File: config.mk
export PLATFORM = sky130hd
export DESIGN_NAME = tsce_ram
export DESIGN_NICKNAME = d
export VERILOG_FILES = /design/src/rtl/core/tsce_ram.sv
export SDC_FILE = /design/constraint.sdc
export NUM_CORES = 1
export LEC_CHECK = 0
export BUFFER_PORTS_ARGS = -buffer_cell sky130_fd_sc_hd__buf_2
export CAP_MARGIN = 20
export CORE_MARGIN = 2
export CORE_UTILIZATION = 62
export CTS_CLUSTER_DIAMETER = 100
export DETAILED_ROUTE_END_ITERATION = 7
export PLACE_DENSITY_LB_ADDON = 0.25
export SYNTH_ARGS = -nofsm -noshare
export SYNTH_HDL_FRONTEND = slang
export SYNTH_SLANG_ARGS = --single-unit
File: constraint.sdc
create_clock -name i_clk -period 4.37 [get_ports i_clk]
set_clock_uncertainty 0.15 [all_clocks]
set_input_delay 0.2185 -clock i_clk [delete_from_list [all_inputs] [get_ports i_clk]]
set_output_delay 0.2185 -clock i_clk [all_outputs]
set_load 0.005 [all_outputs]
File: src/rtl/core/tsce_ram.sv
// ----------------------------------------------------------------------------
// tsce_ram
// Simple dual-port synchronous RAM with registered read data.
// ----------------------------------------------------------------------------
`default_nettype none

module tsce_ram #(
    parameter int WIDTH = 8,
    parameter int DEPTH = 8
) (
    input  wire                                   i_clk,
    input  wire                                   i_we,
    input  wire  [((DEPTH > 1) ? $clog2(DEPTH) : 1)-1:0] i_waddr,
    input  wire  [WIDTH-1:0]                      i_wdata,
    input  wire  [((DEPTH > 1) ? $clog2(DEPTH) : 1)-1:0] i_raddr,
    output logic [WIDTH-1:0]                      o_rdata
);
    logic [WIDTH-1:0] r_mem [DEPTH];

    always_ff @(posedge i_clk) begin
        if (i_we) begin
            r_mem[i_waddr] <= i_wdata;
        end
        o_rdata <= r_mem[i_raddr];
    end
endmodule

`default_nettype wire

# [After elaboration in Yosys (flattened, before gate mapping)]
# Memory sizes are Yosys's and may differ from the RTL's. A register that Yosys moved wholly into a read port is not among the register bits.
# Cells that the tools add are included.
[totals] register_bits=0 mem_count=1 rom_bits=0 inputBits=16 latch_bits=0 ram_bits=64 wordCells=3 out_inout_bits=8
[mem_list] memory="r_mem" depth=8 width=8 rd=1 rd_clocked_by_memory_dff=1 write_ports=1 line="18" text="logic [WIDTH-1:0] r_mem [DEPTH];"
[op_classes] mul=0 eq_ne=0 div=0 n_lt_le_gt_ge=0 mux=2 shift=0 n_bitwise=0 add_sub_neg=0 n_reduce_logical=0
[op_table] operator="two-way mux 1 bit" count=2

# [Logic depth before layout (Yosys ltp)]
[logic_depth] ltp_word=2 ltp_mapped=4 depth_no_buf=2

# [Least setup slack after synthesis]
# Ideal clock, no wire load.
[synth_timing] kind="input port to flip-flop" from="input port i_waddr[2] in the netlist's numbering" to="memory r_mem[0][0] (enable)" n_path_buf=0 t_arrival_ns=0.996 path_slack_ns=2.841 required_ns=3.837 stages=2 setup_time_ns=0.383 cell_sequence="nand2b_1 nor3_1"
[synth_lines] element="start: declaration" line="13" text="input wire [((DEPTH > 1) ? $clog2(DEPTH) : 1)-1:0] i_waddr,"
[synth_lines] element="end: declaration" line="18"
# No word-level cell before the write port.

# [Worst setup path after layout]
[layout_timing] from="input port i_waddr[2] in the netlist's numbering" to="memory r_mem[2][2] (enable)"
# No word-level cell before the write port.

==> results.toml <==
[sta]
fin_crit_sh_pct = 33.5
slew_viol_final = 0
hold_viol = 0
worst_pin_slew_ns = 0.946
clock.fmax_ghz = 0.683
setup_tns_ns = 0
finalSetupViolCount = 0
rsz0062_at_grt = "no"
slew_headroom_pct = 36.7
min_period_ns = 1.46

[yosys]
synth_cell_types = 14
synth_xor_area_share_pct = 0
yosys-mux-area-fraction_pct = 18.8
synth_top_family_by_area = "multiplexers"
synthAdderAreaFrac_pct = 0
synth_edf_count = 64
synth_top_area_cell = "edfxtp_1"
ys_seq_elements = 72
synth_area_leaders = "edfxtp_1, mux4_1, dfxtp_1"
synth_commonest_cells = "edfxtp_1, mux4_1, dfxtp_1, mux2_2, nor2_1"
synth_flop_cell = "edfxtp_1"
synthSimpleGateAreaFrac_pct = 2.19
netlist_area_um2 = 2690
yosys_warnings = 0
yosysMostFrequentCell = "edfxtp_1"
synth_cells = 114
syn_area_per_cell_um2 = 23.6
synth_compound_area_share_pct = 0
yosysSeqAreaShare_pct = 77.4
yosysTopAreaCellShare_pct = 71.4
synthArstFlopShare_pct = 0
synth_fp_nets = 130

[detailed_routing]
drcViolationCount = 0
first_pass_iters = 5
vias = 1183
via_per_inst = 5.80
drt_iter0_drc = 56
detail-route-antenna-nets = 0
routedWlPerCell_um = 20.4
postRouteWirelength_mm = 4.16

[global_route]
grt_pass1_vias = 1258
grt_overflow = 0
grt_pass1_wl_mm = 6.64
grt_max_degree = 17
grt_usage_pct = 19.6
antenna_found_initial = 0

[clock_tree]
clock-sinks = 72
path_clk_slew_ns = 0.07
htreeDepth = 3
cts_setup_buffers = 0
root_buffer = "clkbuf_8"
clock_latency_ns = 0.32
cts_tree = "yes"
cts_buffer_depth = 2
numCtsBuffers = 9

[worst_setup_path]
path_cells = "buf_2 > nand2b_1 > nor2_1"
worstSetupStartpointType = "input pin"
reg2reg_from = "r_mem[0][0]"
cp.arrival_ns = 1.26
crit_family = "simple AND/OR/NAND/NOR gates"
reg2reg_slack_ns = 2.96
crit_type = "input pin to flip-flop"
path_max_fanout = 8
path_buf_inv = 1
cp_slowest_stage_delay_ns = 0.75
rr_worst_depth = 2
end_kind = "flip-flop"
reg2reg_to = "o_rdata[0]"
required_ns = 4.16
critPathSlowestCell = "nor2_1"

[layout]
fin_nets = 165
nFillCells = 239
areaGrowthSynthToFinish_pct = 14.3
drive_gt1_share_pct = 30.5
n_antenna_cell = 0
final_cell_count_no_fill = 204

[power_and_ir_drop]
power_leakage_nw = 1.08
vdd_drop_max_mv = 0.390
pwr_density_cell_nw_per_um2 = 438

[die]
initial_core_util_pct = 65.9
placementRows = 23
ios = 24
core_um2 = 4090
die-area_um2 = 4880
die_x_um = 69.9
die_y_um = 69.9

[placed_design]
dpl.hpwl_mm = 2.60
io_buffer_count = 23
place_inst = 183
gp_congestion = 0.691

[status]
status = "complete, no violations"

[flow_run]
cap_violations = 0

[worst_hold_path]
hold_class = "input pin to flip-flop"
hold-path-cell-count = 1
hp-start = "i_wdata[2]"
min_to = "r_mem[3][2]"
-- cell usage in the layout, fill, tap and decap left out, types with 2 or more instances in the layout --
| master | netlist | routed |
|---|---|---|
| edfxtp_1 | 64 | 64 |
| buf_2 | 1 | 23 |
| mux4_1 | 15 | 15 |
| clkbuf_8 | 0 | 10 |
| mux2_2 | 8 | 8 |
| dfxtp_1 | 8 | 8 |
| nor2_1 | 6 | 6 |
| dlygate4sd3_1 | 0 | 5 |
| nand2b_1 | 3 | 3 |
| nand2_1 | 2 | 2 |
| clkinv_2 | 0 | 2 |
| clkbuf_1 | 1 | 2 |
-- layout make-up --
type	instances	area (µm²)	area share, %
multi-input cells	37	571	18.5
clock inverters	4	43.8	1.42
flip-flops and latches	72	2080	67.7
repair buffers	29	173	5.61
clock buffers	12	145	4.72
well taps	50	62.6	2.03
-- stage by stage --
stage	cell area, µm²	power, mW	hold WS, ns	util (%)	setup slack, ns
global route	3080	1.40	0.00191	75.3	2.82
floorplan	2690	0.839	0.167	-	2.84
detailed placement	2830	0.869	0.335	69.3	2.28
global placement	2830	0.863	0.324	69.1	2.47
finish	3080	1.35	0.0186	75.3	2.91
CTS	3070	1.36	0.00269	75.2	2.59
-- power breakdown --
group | internal [mW] | switching [mW]
clock network | 0.276 | 0.215
logic | 0.0378 | 0.0355
registers | 0.777 | 0.00578
-- worst max path at each step --
stage	from	to	slack, ns	cells after the start
2_1_floorplan	i_waddr[2]	r_mem[0][0]	2.84	2
5_1_grt	i_waddr[2]	r_mem[2][6]	2.82	3
4_1_cts	i_waddr[2]	r_mem[0][6]	2.59	3
6_report	i_waddr[2]	r_mem[2][2]	2.91	3
3_3_place_gp	i_waddr[2]	r_mem[0][0]	2.47	3
3_5_place_dp	i_waddr[2]	r_mem[0][0]	2.28	3
-- sequential cells by signal (all words and copies together), names as in the netlist --
signal and flops:
o_rdata 8, r_mem 64
-- layer usage --
| metal | share of wire [%] | track usage [%] | vias up |
|---|---|---|---|
| li1 | - | - | 555 |
| met1 | 43 | 25.0 | 596 |
| met2 | 53 | 32.4 | 26 |
| met3 | 3.0 | 6.06 | 6 |
| met4 | 0.89 | 6.62 | 0 |
| met5 | 0 | 0 | - |
-- cell families (layout without fill, tap and decap cells) --
group         count (synthesis)  in the layout
mux                          24             24
buf+inv                       5             45
simple gates                 13             13
flops                        72             72
-- worst register-to-register path, delay by kind of cell (launching register included) --
family	cells	cell delay, ns
flops	1	0.38
mux	2	0.77
-- timing repair --
item,in CTS,in global routing
hold buffers,5,0
gates resized for setup,0,0
endpoints found under the hold margin,27,0
setup endpoints to repair,0,0
(Power assumes the default switching activity.)
